### config.mk
export PLATFORM = sky130hd
export DESIGN_NAME = iir_biquad_integer_filter
export DESIGN_NICKNAME = d
export VERILOG_FILES = /design/src/design/ibq_pkg.sv /design/src/design/ibq_datapath.sv /design/src/design/ibq_ctrl.sv /design/src/design/iir_biquad_integer_filter.sv
export SDC_FILE = /design/constraint.sdc
export NUM_CORES = 2
export LEC_CHECK = 0
export ABC_CLOCK_PERIOD_IN_PS = 11400
export BUFFER_PORTS_ARGS = -buffer_cell sky130_fd_sc_hd__buf_4
export CAP_MARGIN = 20
export CORE_MARGIN = 2
export CORE_UTILIZATION = 35
export CTS_CLUSTER_DIAMETER = 80
export DETAILED_ROUTE_END_ITERATION = 6
export HOLD_SLACK_MARGIN = 0.12
export SLEW_MARGIN = 20
export SYNTH_ARGS = -nofsm -noshare
export SYNTH_HDL_FRONTEND = slang
export SYNTH_SLANG_ARGS = --single-unit
### constraint.sdc
create_clock -name clk_i -period 11.4 [get_ports clk_i]
set_clock_uncertainty 0.1 [all_clocks]
set_input_delay 0.57 -clock clk_i [delete_from_list [all_inputs] [get_ports clk_i]]
set_output_delay 0.57 -clock clk_i [all_outputs]
set_load 0.01 [all_outputs]
### src/design/ibq_pkg.sv
`timescale 1ns / 1ps
`default_nettype none

package ibq_pkg;

  // Fixed widths and term count of the filter
  localparam int HIST_W     = 32;
  localparam int CFG_IDX_W  = 3;
  localparam int MAC_TERMS  = 5;

  // Defaults for the top level parameters
  localparam int DEF_SAMPLE_WIDTH = 8;
  localparam int DEF_COEF_WIDTH   = 13;

  // Configuration register indexes
  localparam logic [CFG_IDX_W-1:0] REG_B0 = 3'd0;
  localparam logic [CFG_IDX_W-1:0] REG_B1 = 3'd1;
  localparam logic [CFG_IDX_W-1:0] REG_B2 = 3'd2;
  localparam logic [CFG_IDX_W-1:0] REG_A0 = 3'd3;
  localparam logic [CFG_IDX_W-1:0] REG_A1 = 3'd4;
  localparam logic [CFG_IDX_W-1:0] REG_A2 = 3'd5;

  // Coefficient values after reset
  localparam int RST_B0 = 1;
  localparam int RST_B1 = 2;
  localparam int RST_B2 = 1;
  localparam int RST_A0 = 1059;
  localparam int RST_A1 = -2023;
  localparam int RST_A2 = 968;

  // Product term picked for the shared multiplier
  typedef enum logic [2:0] {
    TERM_B0,
    TERM_B1,
    TERM_B2,
    TERM_A1,
    TERM_A2
  } term_e;

  // Commands from the controller to the datapath
  typedef struct packed {
    logic  load_x;
    logic  clr_acc;
    logic  mul;
    term_e term;
    logic  acc;
    logic  div_load;
    logic  div_step;
    logic  emit;
  } cmd_t;

endpackage

`default_nettype wire

### src/design/ibq_datapath.sv
`timescale 1ns / 1ps
`default_nettype none

module ibq_datapath #(
  parameter int SAMPLE_WIDTH = ibq_pkg::DEF_SAMPLE_WIDTH,
  parameter int COEF_WIDTH   = ibq_pkg::DEF_COEF_WIDTH
) (
  input  wire                                    clk_i,
  input  wire                                    rst_ni,
  input  wire                                    cfg_we_i,
  input  wire        [ibq_pkg::CFG_IDX_W-1:0]    cfg_idx_i,
  input  wire        [COEF_WIDTH-1:0]            cfg_data_i,
  input  wire signed [SAMPLE_WIDTH-1:0]          sample_in_i,
  input  wire ibq_pkg::cmd_t                     cmd_i,
  output logic signed [SAMPLE_WIDTH-1:0]         sample_out_o
);

  localparam int HW     = ibq_pkg::HIST_W;
  localparam int A0_W   = COEF_WIDTH - 1;
  localparam int PROD_W = COEF_WIDTH + HW;
  localparam int ACC_W  = COEF_WIDTH + HW + 3;

  localparam logic [ACC_W-1:0] Y_POS_MAX = ACC_W'((64'd1 << (HW - 1)) - 64'd1);
  localparam logic [ACC_W-1:0] Y_NEG_MAX = ACC_W'(64'd1 << (HW - 1));
  localparam logic [ACC_W-1:0] S_POS_MAX = ACC_W'((64'd1 << (SAMPLE_WIDTH - 1)) - 64'd1);
  localparam logic [ACC_W-1:0] S_NEG_MAX = ACC_W'(64'd1 << (SAMPLE_WIDTH - 1));

  logic signed [COEF_WIDTH-1:0]   b0_q, b1_q, b2_q, a1_q, a2_q;
  logic        [A0_W-1:0]         a0_q;
  logic signed [SAMPLE_WIDTH-1:0] x_q, xh1_q, xh2_q;
  logic signed [HW-1:0]           yh1_q, yh2_q;

  logic signed [COEF_WIDTH-1:0]   op_coef;
  logic signed [HW-1:0]           op_data;
  logic                           op_sub;
  logic signed [PROD_W-1:0]       prod_d, prod_q;
  logic                           prod_sub_q;
  logic signed [ACC_W-1:0]        acc_q, acc_d;

  logic        [A0_W-1:0]         div_v;
  logic        [ACC_W-1:0]        dq_q;
  logic        [A0_W-1:0]         rem_q;
  logic                           neg_q;
  logic        [A0_W:0]           trial;
  logic        [A0_W+1:0]         diff;
  logic                           qbit;

  logic        [HW-1:0]           y_sat;
  logic        [SAMPLE_WIDTH-1:0] s_sat;

  // Coefficient registers
  always_ff @(posedge clk_i or negedge rst_ni) begin
    if (!rst_ni) begin
      b0_q <= COEF_WIDTH'(ibq_pkg::RST_B0);
      b1_q <= COEF_WIDTH'(ibq_pkg::RST_B1);
      b2_q <= COEF_WIDTH'(ibq_pkg::RST_B2);
      a0_q <= A0_W'(ibq_pkg::RST_A0);
      a1_q <= COEF_WIDTH'(ibq_pkg::RST_A1);
      a2_q <= COEF_WIDTH'(ibq_pkg::RST_A2);
    end else if (cfg_we_i) begin
      unique case (cfg_idx_i)
        ibq_pkg::REG_B0: b0_q <= cfg_data_i;
        ibq_pkg::REG_B1: b1_q <= cfg_data_i;
        ibq_pkg::REG_B2: b2_q <= cfg_data_i;
        ibq_pkg::REG_A0: a0_q <= cfg_data_i[A0_W-1:0];
        ibq_pkg::REG_A1: a1_q <= cfg_data_i;
        ibq_pkg::REG_A2: a2_q <= cfg_data_i;
        default: ;
      endcase
    end
  end

  // Select operands of the shared multiplier
  always_comb begin
    unique case (cmd_i.term)
      ibq_pkg::TERM_B0: begin
        op_coef = b0_q; op_data = HW'(x_q);   op_sub = 1'b0;
      end
      ibq_pkg::TERM_B1: begin
        op_coef = b1_q; op_data = HW'(xh1_q); op_sub = 1'b0;
      end
      ibq_pkg::TERM_B2: begin
        op_coef = b2_q; op_data = HW'(xh2_q); op_sub = 1'b0;
      end
      ibq_pkg::TERM_A1: begin
        op_coef = a1_q; op_data = yh1_q;      op_sub = 1'b1;
      end
      ibq_pkg::TERM_A2: begin
        op_coef = a2_q; op_data = yh2_q;      op_sub = 1'b1;
      end
      default: begin
        op_coef = '0;   op_data = '0;         op_sub = 1'b0;
      end
    endcase
  end

  assign prod_d = PROD_W'(op_coef) * PROD_W'(op_data);
  assign acc_d  = prod_sub_q ? (acc_q - ACC_W'(prod_q)) : (acc_q + ACC_W'(prod_q));

  // One restoring division step on the quotient magnitude
  assign div_v = (a0_q == '0) ? A0_W'(1) : a0_q;
  assign trial = {rem_q, dq_q[ACC_W-1]};
  assign diff  = {1'b0, trial} - {2'b00, div_v};
  assign qbit  = ~diff[A0_W+1];

  // Saturate the quotient to history and sample widths
  always_comb begin
    if (!neg_q) begin
      y_sat = (dq_q > Y_POS_MAX) ? {1'b0, {(HW-1){1'b1}}} : dq_q[HW-1:0];
      s_sat = (dq_q > S_POS_MAX) ? {1'b0, {(SAMPLE_WIDTH-1){1'b1}}}
                                 : dq_q[SAMPLE_WIDTH-1:0];
    end else begin
      y_sat = (dq_q > Y_NEG_MAX) ? {1'b1, {(HW-1){1'b0}}}
                                 : HW'(~dq_q[HW-1:0] + HW'(1));
      s_sat = (dq_q > S_NEG_MAX) ? {1'b1, {(SAMPLE_WIDTH-1){1'b0}}}
                                 : SAMPLE_WIDTH'(~dq_q[SAMPLE_WIDTH-1:0] + SAMPLE_WIDTH'(1));
    end
  end

  // Hold filter history
  always_ff @(posedge clk_i or negedge rst_ni) begin
    if (!rst_ni) begin
      xh1_q <= '0;
      xh2_q <= '0;
      yh1_q <= '0;
      yh2_q <= '0;
    end else if (cmd_i.emit) begin
      xh2_q <= xh1_q;
      xh1_q <= x_q;
      yh2_q <= yh1_q;
      yh1_q <= y_sat;
    end
  end

  // Multiply, accumulate and divide
  always_ff @(posedge clk_i) begin
    if (cmd_i.load_x) begin
      x_q <= sample_in_i;
    end
    if (cmd_i.mul) begin
      prod_q     <= prod_d;
      prod_sub_q <= op_sub;
    end
    if (cmd_i.clr_acc) begin
      acc_q <= '0;
    end else if (cmd_i.acc) begin
      acc_q <= acc_d;
    end
    if (cmd_i.div_load) begin
      neg_q <= acc_q[ACC_W-1];
      dq_q  <= acc_q[ACC_W-1] ? ACC_W'(-acc_q) : ACC_W'(acc_q);
      rem_q <= '0;
    end else if (cmd_i.div_step) begin
      rem_q <= qbit ? diff[A0_W-1:0] : trial[A0_W-1:0];
      dq_q  <= {dq_q[ACC_W-2:0], qbit};
    end
    if (cmd_i.emit) begin
      sample_out_o <= s_sat;
    end
  end

endmodule

`default_nettype wire

### src/design/ibq_ctrl.sv
`timescale 1ns / 1ps
`default_nettype none

module ibq_ctrl #(
  parameter int COEF_WIDTH = ibq_pkg::DEF_COEF_WIDTH
) (
  input  wire            clk_i,
  input  wire            rst_ni,
  input  wire            in_valid_i,
  output logic           in_stall_o,
  output logic           out_valid_o,
  input  wire            out_stall_i,
  output ibq_pkg::cmd_t  cmd_o
);

  localparam int ACC_W = COEF_WIDTH + ibq_pkg::HIST_W + 3;
  localparam int CNT_W = $clog2(ACC_W);
  localparam logic [CNT_W-1:0] MAC_LAST = CNT_W'(ibq_pkg::MAC_TERMS);
  localparam logic [CNT_W-1:0] DIV_LAST = CNT_W'(ACC_W - 1);

  typedef enum logic [2:0] {
    ST_IDLE,
    ST_MAC,
    ST_DIV_LOAD,
    ST_DIV,
    ST_FIN
  } state_e;

  state_e           state_q;
  logic [CNT_W-1:0] cnt_q;
  logic             out_valid_q;
  logic             in_fire;
  logic             out_free;

  assign in_stall_o  = (state_q != ST_IDLE);
  assign in_fire     = in_valid_i && !in_stall_o;
  assign out_free    = !out_valid_q || !out_stall_i;
  assign out_valid_o = out_valid_q;

  // Decode datapath commands
  always_comb begin
    cmd_o          = '0;
    cmd_o.term     = ibq_pkg::TERM_B0;
    cmd_o.load_x   = in_fire;
    unique case (state_q)
      ST_MAC: begin
        cmd_o.clr_acc = (cnt_q == '0);
        cmd_o.acc     = (cnt_q != '0);
        cmd_o.mul     = (cnt_q != MAC_LAST);
        unique case (cnt_q)
          CNT_W'(1): cmd_o.term = ibq_pkg::TERM_B1;
          CNT_W'(2): cmd_o.term = ibq_pkg::TERM_B2;
          CNT_W'(3): cmd_o.term = ibq_pkg::TERM_A1;
          CNT_W'(4): cmd_o.term = ibq_pkg::TERM_A2;
          default:   cmd_o.term = ibq_pkg::TERM_B0;
        endcase
      end
      ST_DIV_LOAD: cmd_o.div_load = 1'b1;
      ST_DIV:      cmd_o.div_step = 1'b1;
      ST_FIN:      cmd_o.emit     = out_free;
      default: ;
    endcase
  end

  // Sequence one sample and hold the output transaction
  always_ff @(posedge clk_i or negedge rst_ni) begin
    if (!rst_ni) begin
      state_q     <= ST_IDLE;
      cnt_q       <= '0;
      out_valid_q <= 1'b0;
    end else begin
      // Raise valid on a new result, drop it once the transaction completes
      if (cmd_o.emit) begin
        out_valid_q <= 1'b1;
      end else if (out_valid_q && !out_stall_i) begin
        out_valid_q <= 1'b0;
      end
      unique case (state_q)
        ST_IDLE: begin
          if (in_fire) begin
            state_q <= ST_MAC;
            cnt_q   <= '0;
          end
        end
        ST_MAC: begin
          if (cnt_q == MAC_LAST) begin
            state_q <= ST_DIV_LOAD;
          end
          cnt_q <= cnt_q + CNT_W'(1);
        end
        ST_DIV_LOAD: begin
          state_q <= ST_DIV;
          cnt_q   <= '0;
        end
        ST_DIV: begin
          if (cnt_q == DIV_LAST) begin
            state_q <= ST_FIN;
          end
          cnt_q <= cnt_q + CNT_W'(1);
        end
        ST_FIN: begin
          if (out_free) begin
            state_q <= ST_IDLE;
          end
        end
        default: state_q <= ST_IDLE;
      endcase
    end
  end

  a_busy_after_accept: assert property (@(posedge clk_i) disable iff (!rst_ni)
    in_fire |=> in_stall_o)
    else $error("input taken while a sample is in progress");

  a_emit_needs_room: assert property (@(posedge clk_i) disable iff (!rst_ni)
    cmd_o.emit |-> (!out_valid_q || !out_stall_i))
    else $error("result written over a stalled output");

  a_emit_sets_valid: assert property (@(posedge clk_i) disable iff (!rst_ni)
    cmd_o.emit |=> out_valid_q)
    else $error("result written without output valid");

  a_div_excl_mac: assert property (@(posedge clk_i) disable iff (!rst_ni)
    cmd_o.div_step |-> !(cmd_o.mul || cmd_o.acc || cmd_o.emit))
    else $error("divider step overlaps another datapath command");

endmodule

`default_nettype wire

### src/design/iir_biquad_integer_filter.sv
`timescale 1ns / 1ps
`default_nettype none

// Channel   Direction  Handshake                 Payload
// config    in         cfg_we_i                  cfg_idx_i, cfg_data_i
// sample    in         in_valid_i / in_stall_o   sample_in_i
// result    out        out_valid_o / out_stall_i sample_out_o
//
// Each accepted sample runs through the shared multiplier and accumulator,
// then the ACC_W-bit restoring divider (ACC_W = COEF_WIDTH + 35) at one
// quotient bit per cycle; no new sample is taken until the block is idle.
// Reset clears the histories and loads the default coefficients. A stalled
// result holds the block in its final step; a sample can be taken while a
// finished result still waits in the output register.

module iir_biquad_integer_filter #(
  parameter int SAMPLE_WIDTH = ibq_pkg::DEF_SAMPLE_WIDTH,
  parameter int COEF_WIDTH   = ibq_pkg::DEF_COEF_WIDTH
) (
  input  wire                                 clk_i,
  input  wire                                 rst_ni,
  input  wire                                 cfg_we_i,
  input  wire        [ibq_pkg::CFG_IDX_W-1:0] cfg_idx_i,
  input  wire        [COEF_WIDTH-1:0]         cfg_data_i,
  input  wire                                 in_valid_i,
  output logic                                in_stall_o,
  input  wire signed [SAMPLE_WIDTH-1:0]       sample_in_i,
  output logic                                out_valid_o,
  input  wire                                 out_stall_i,
  output logic signed [SAMPLE_WIDTH-1:0]      sample_out_o
);

  ibq_pkg::cmd_t cmd;

  // Sequence the per-sample steps
  ibq_ctrl #(
    .COEF_WIDTH (COEF_WIDTH)
  ) u_ctrl (
    .clk_i       (clk_i),
    .rst_ni      (rst_ni),
    .in_valid_i  (in_valid_i),
    .in_stall_o  (in_stall_o),
    .out_valid_o (out_valid_o),
    .out_stall_i (out_stall_i),
    .cmd_o       (cmd)
  );

  // Coefficients, histories, multiplier and divider
  ibq_datapath #(
    .SAMPLE_WIDTH (SAMPLE_WIDTH),
    .COEF_WIDTH   (COEF_WIDTH)
  ) u_datapath (
    .clk_i        (clk_i),
    .rst_ni       (rst_ni),
    .cfg_we_i     (cfg_we_i),
    .cfg_idx_i    (cfg_idx_i),
    .cfg_data_i   (cfg_data_i),
    .sample_in_i  (sample_in_i),
    .cmd_i        (cmd),
    .sample_out_o (sample_out_o)
  );

endmodule

`default_nettype wire
==> impl_metrics.json <==
{
  "antenna_found_initial": 0,
  "synth.largest_area_cell": "sky130_fd_sc_hd__fa_1",
  "cts-root-to-sink-buffers": 3,
  "cp.arrival_ns": 10.38,
  "dp_worst_setup_slack_ns": 1.38,
  "synth.ff_latch_count": 338,
  "finalHoldViolations": 0,
  "io-pin-count": 39,
  "maxClockFrequency_ghz": 0.0984,
  "hold-worst-slack_ns": 0.167,
  "synthesis.area_per_instance_um2": 9.28,
  "die_w_um": 309,
  "min-delay-path-class": "input pin to flip-flop",
  "worstSkewPairLatency_ns": 0.59,
  "synth_area_leaders": "sky130_fd_sc_hd__fa_1 (23%), sky130_fd_sc_hd__dfrtp_1 (12%), sky130_fd_sc_hd__edfxtp_1 (10%)",
  "place.port_buffers": 38,
  "path_clk_slew_ns": 0.06,
  "grt_util_all_layers_pct": 19.6,
  "clock_sinks": 338,
  "post-route-min-period_ns": 10.16,
  "syn-num-nets": 4087,
  "synth_adder_area_share_pct": 29.5,
  "share_of_synthesized_area_occupied_by_flip_flops_and_latches_pct": 26.8,
  "area_growth_pct": 10.1,
  "route.detailed.vias_per_inst": 5.37,
  "grt_start_max_net_pins": 97,
  "synth-compound-area-share_pct": 14.3,
  "setup_total_negative_slack_ns": 0,
  "synth_cell_type_count": 80,
  "relSlewSlack_pct": 29.1,
  "type_of_element_capturing_the_critical_path": "flip-flop",
  "finalCoreUtilization_pct": 39.0,
  "worst_path_max_delay_cell": "sky130_fd_sc_hd__fa_1",
  "route.detailed.drc": 0,
  "clk_root_buffer_cell": "sky130_fd_sc_hd__clkbuf_16",
  "required_ns": 11.62,
  "grt_overflow": 0,
  "drt_iter0_markers": 2221,
  "finish.net_count": 4064,
  "post_synth_inst_count": 3514,
  "drt_pass1_iterations": 6,
  "antenna_left": 0,
  "cts_buffers": 43,
  "core_um2": 91900,
  "status": "completed",
  "floorplan.initialDensity_pct": 35.5,
  "report.final.setup_viol": 0,
  "synth_top_flop_cell": "sky130_fd_sc_hd__dfrtp_1",
  "final.period_utilization_pct": 89.2,
  "fp-row-count": 111,
  "worst_pin_slew_ns": 1.06,
  "grt_pass1_wl_mm": 147,
  "post_synth_mux_area_share_pct": 3.29,
  "post_synth_instance_area_um2": 32600,
  "critPathLaunchType": "flip-flop",
  "tritoncts": "built",
  "ys_async_sr_fraction_pct": 49.4,
  "timing.critical_path.fanout_max": 28,
  "leading_cell_types_in_the_layout_fill_and_taps_excluded": "sky130_fd_sc_hd__nand2_1 (508), sky130_fd_sc_hd__fa_1 (373), sky130_fd_sc_hd__nor2_1 (355), sky130_fd_sc_hd__inv_1 (351), sky130_fd_sc_hd__a21oi_1 (173)",
  "ctsHtreeMaxLevel": 2,
  "synth_top_family_by_area": "adder cells",
  "fin_max_slew_vios": 0,
  "totalWireLength_mm": 92.0,
  "place_hpwl_mm": 70.0,
  "timing.critical_path.mode_cell": "sky130_fd_sc_hd__fa_1",
  "worst_path_largest_cell_delay_ns": 0.93,
  "grt_pass1_vias": 25800,
  "crit_type": "flip-flop to flip-flop",
  "die_outline_area_um2": 95600,
  "dr_total_vias": 25600,
  "synth.yosys.warnings": 0,
  "post_cts_buffers": 0,
  "synth_top_cell_area_share_pct": 22.9,
  "gpl.final_weighted_congestion": 0.884,
  "cap_violations": 0,
  "wire_per_inst_um": 19.3,
  "layout.cells.most_common": "sky130_fd_sc_hd__nand2_1",
  "fp.dieH_um": 309,
  "rsz0062_at_grt": "no",
  "synth-edff-count": 111,
  "drive_above_1_share_pct": 8.56,
  "synth_xor_area_share_pct": 4.86,
  "postLayoutSetupSlackWorst_ns": 1.24,
  "post_synth_and_or_nand_nor_area_fraction_pct": 15.4
}
## logic make-up after synthesis
kind of cell	Yosys count
muxes	97
and+or+nand+nor	1149
AOI/OAI and AO/OA	692
adders and majority gates	544
xor gates and xnor gates	181
buffers and inverters	513
DFF	338
## per-layer routing
metal | share of wire, % | global-route usage (%)
met5 | 0 | 0
met1 | 46 | 28.1
met3 | 7.0 | 3.19
met2 | 44 | 30.5
met4 | 2.5 | 5.09
## area by class of cell
cell class	instances	area, um2
repair buffers	92	717
diodes	2	5.00
flip-flops and latches	338	8730
well taps	1243	1560
fillers	9109	56100
multi-input cells	2663	22000
clock inverters	19	264
inverters	353	1330
clock buffers	61	1240
## flip-flops by register name, summed over array words and instances, names as in the netlist, 12 cells and up
signal and flops:
u_datapath.acc_q 48, u_datapath.dq_q 48, u_datapath.prod_q 45, u_datapath.yh1_q 32, u_datapath.yh2_q 32, u_datapath.a1_q 13
u_datapath.a2_q 13, u_datapath.b0_q 13, u_datapath.b1_q 13, u_datapath.b2_q 13, u_datapath.a0_q 12, u_datapath.rem_q 12
## worst max-delay path, delay by kind of cell, from the launching register on
family | cells | cell delay [ns]
AO/OA/AOI/OAI | 9 | 2.19
XOR/XNOR | 1 | 0.13
adder cells (fa/ha/maj) | 7 | 3.42
buffers and inverters | 6 | 1.36
flip-flops | 1 | 0.58
AND/OR/NAND/NOR | 7 | 2.07
## synthesized netlist by cell type, types with 22 or more instances
cell / n
sky130_fd_sc_hd__a21o_1: 55
sky130_fd_sc_hd__a21oi_1: 180
sky130_fd_sc_hd__a221o_1: 30
sky130_fd_sc_hd__a221oi_1: 38
sky130_fd_sc_hd__a22o_1: 34
sky130_fd_sc_hd__a22oi_1: 38
sky130_fd_sc_hd__a31oi_1: 29
sky130_fd_sc_hd__clkbuf_1: 148
sky130_fd_sc_hd__dfrtp_1: 150
sky130_fd_sc_hd__dfxtp_1: 60
sky130_fd_sc_hd__edfxtp_1: 111
sky130_fd_sc_hd__fa_1: 373
sky130_fd_sc_hd__ha_1: 171
sky130_fd_sc_hd__inv_1: 352
sky130_fd_sc_hd__mux2_2: 81
sky130_fd_sc_hd__nand2_1: 508
sky130_fd_sc_hd__nand2b_1: 22
sky130_fd_sc_hd__nand3_1: 34
sky130_fd_sc_hd__nor2_1: 357
sky130_fd_sc_hd__nor2b_1: 25
sky130_fd_sc_hd__nor3_1: 55
sky130_fd_sc_hd__o21ai_0: 125
sky130_fd_sc_hd__o31ai_1: 30
sky130_fd_sc_hd__or3_1: 23
sky130_fd_sc_hd__xnor2_1: 97
sky130_fd_sc_hd__xor2_1: 84
## per-stage QoR
stage / instance area (um2) / std cells
2_1_floorplan: 32600 / 3514
3_3_place_gp: 34300 / 4680
3_5_place_dp: 34300 / 4680
4_1_cts: 35900 / 4769
5_1_grt: 35900 / 4769
6_report: 35900 / 4771
## path summary, 6_finish.rpt
kind | from | end | slack (ns) | cells past startpoint
max reg2reg | u_ctrl.state_q[0] | u_datapath.prod_q[43] | 1.24 | 30
max in group asynchronous | rst_ni | u_datapath.xh2_q[2] | 9.48 | 3
min in group asynchronous | rst_ni | u_datapath.yh1_q[31] | 0.43 | 2
max | u_ctrl.state_q[0] | u_datapath.prod_q[43] | 1.24 | 30
min | cfg_data_i[4] | u_datapath.a0_q[4] | 0.17 | 2
min reg2reg | u_datapath.yh2_q[4] | u_datapath.yh2_q[4] | 0.38 | 2
## repair_timing
| item | CTS | global route |
|---|---|---|
| endpoints found under the hold margin | 53 | 0 |
| hold buffers | 9 | 0 |
| resized for setup | 0 | 0 |
| endpoints found under the setup margin | 0 | 0 |
Power is left out: the tool's default activity adds up to more than one toggle a clock period on the data nets, which glitch-free logic cannot reach.
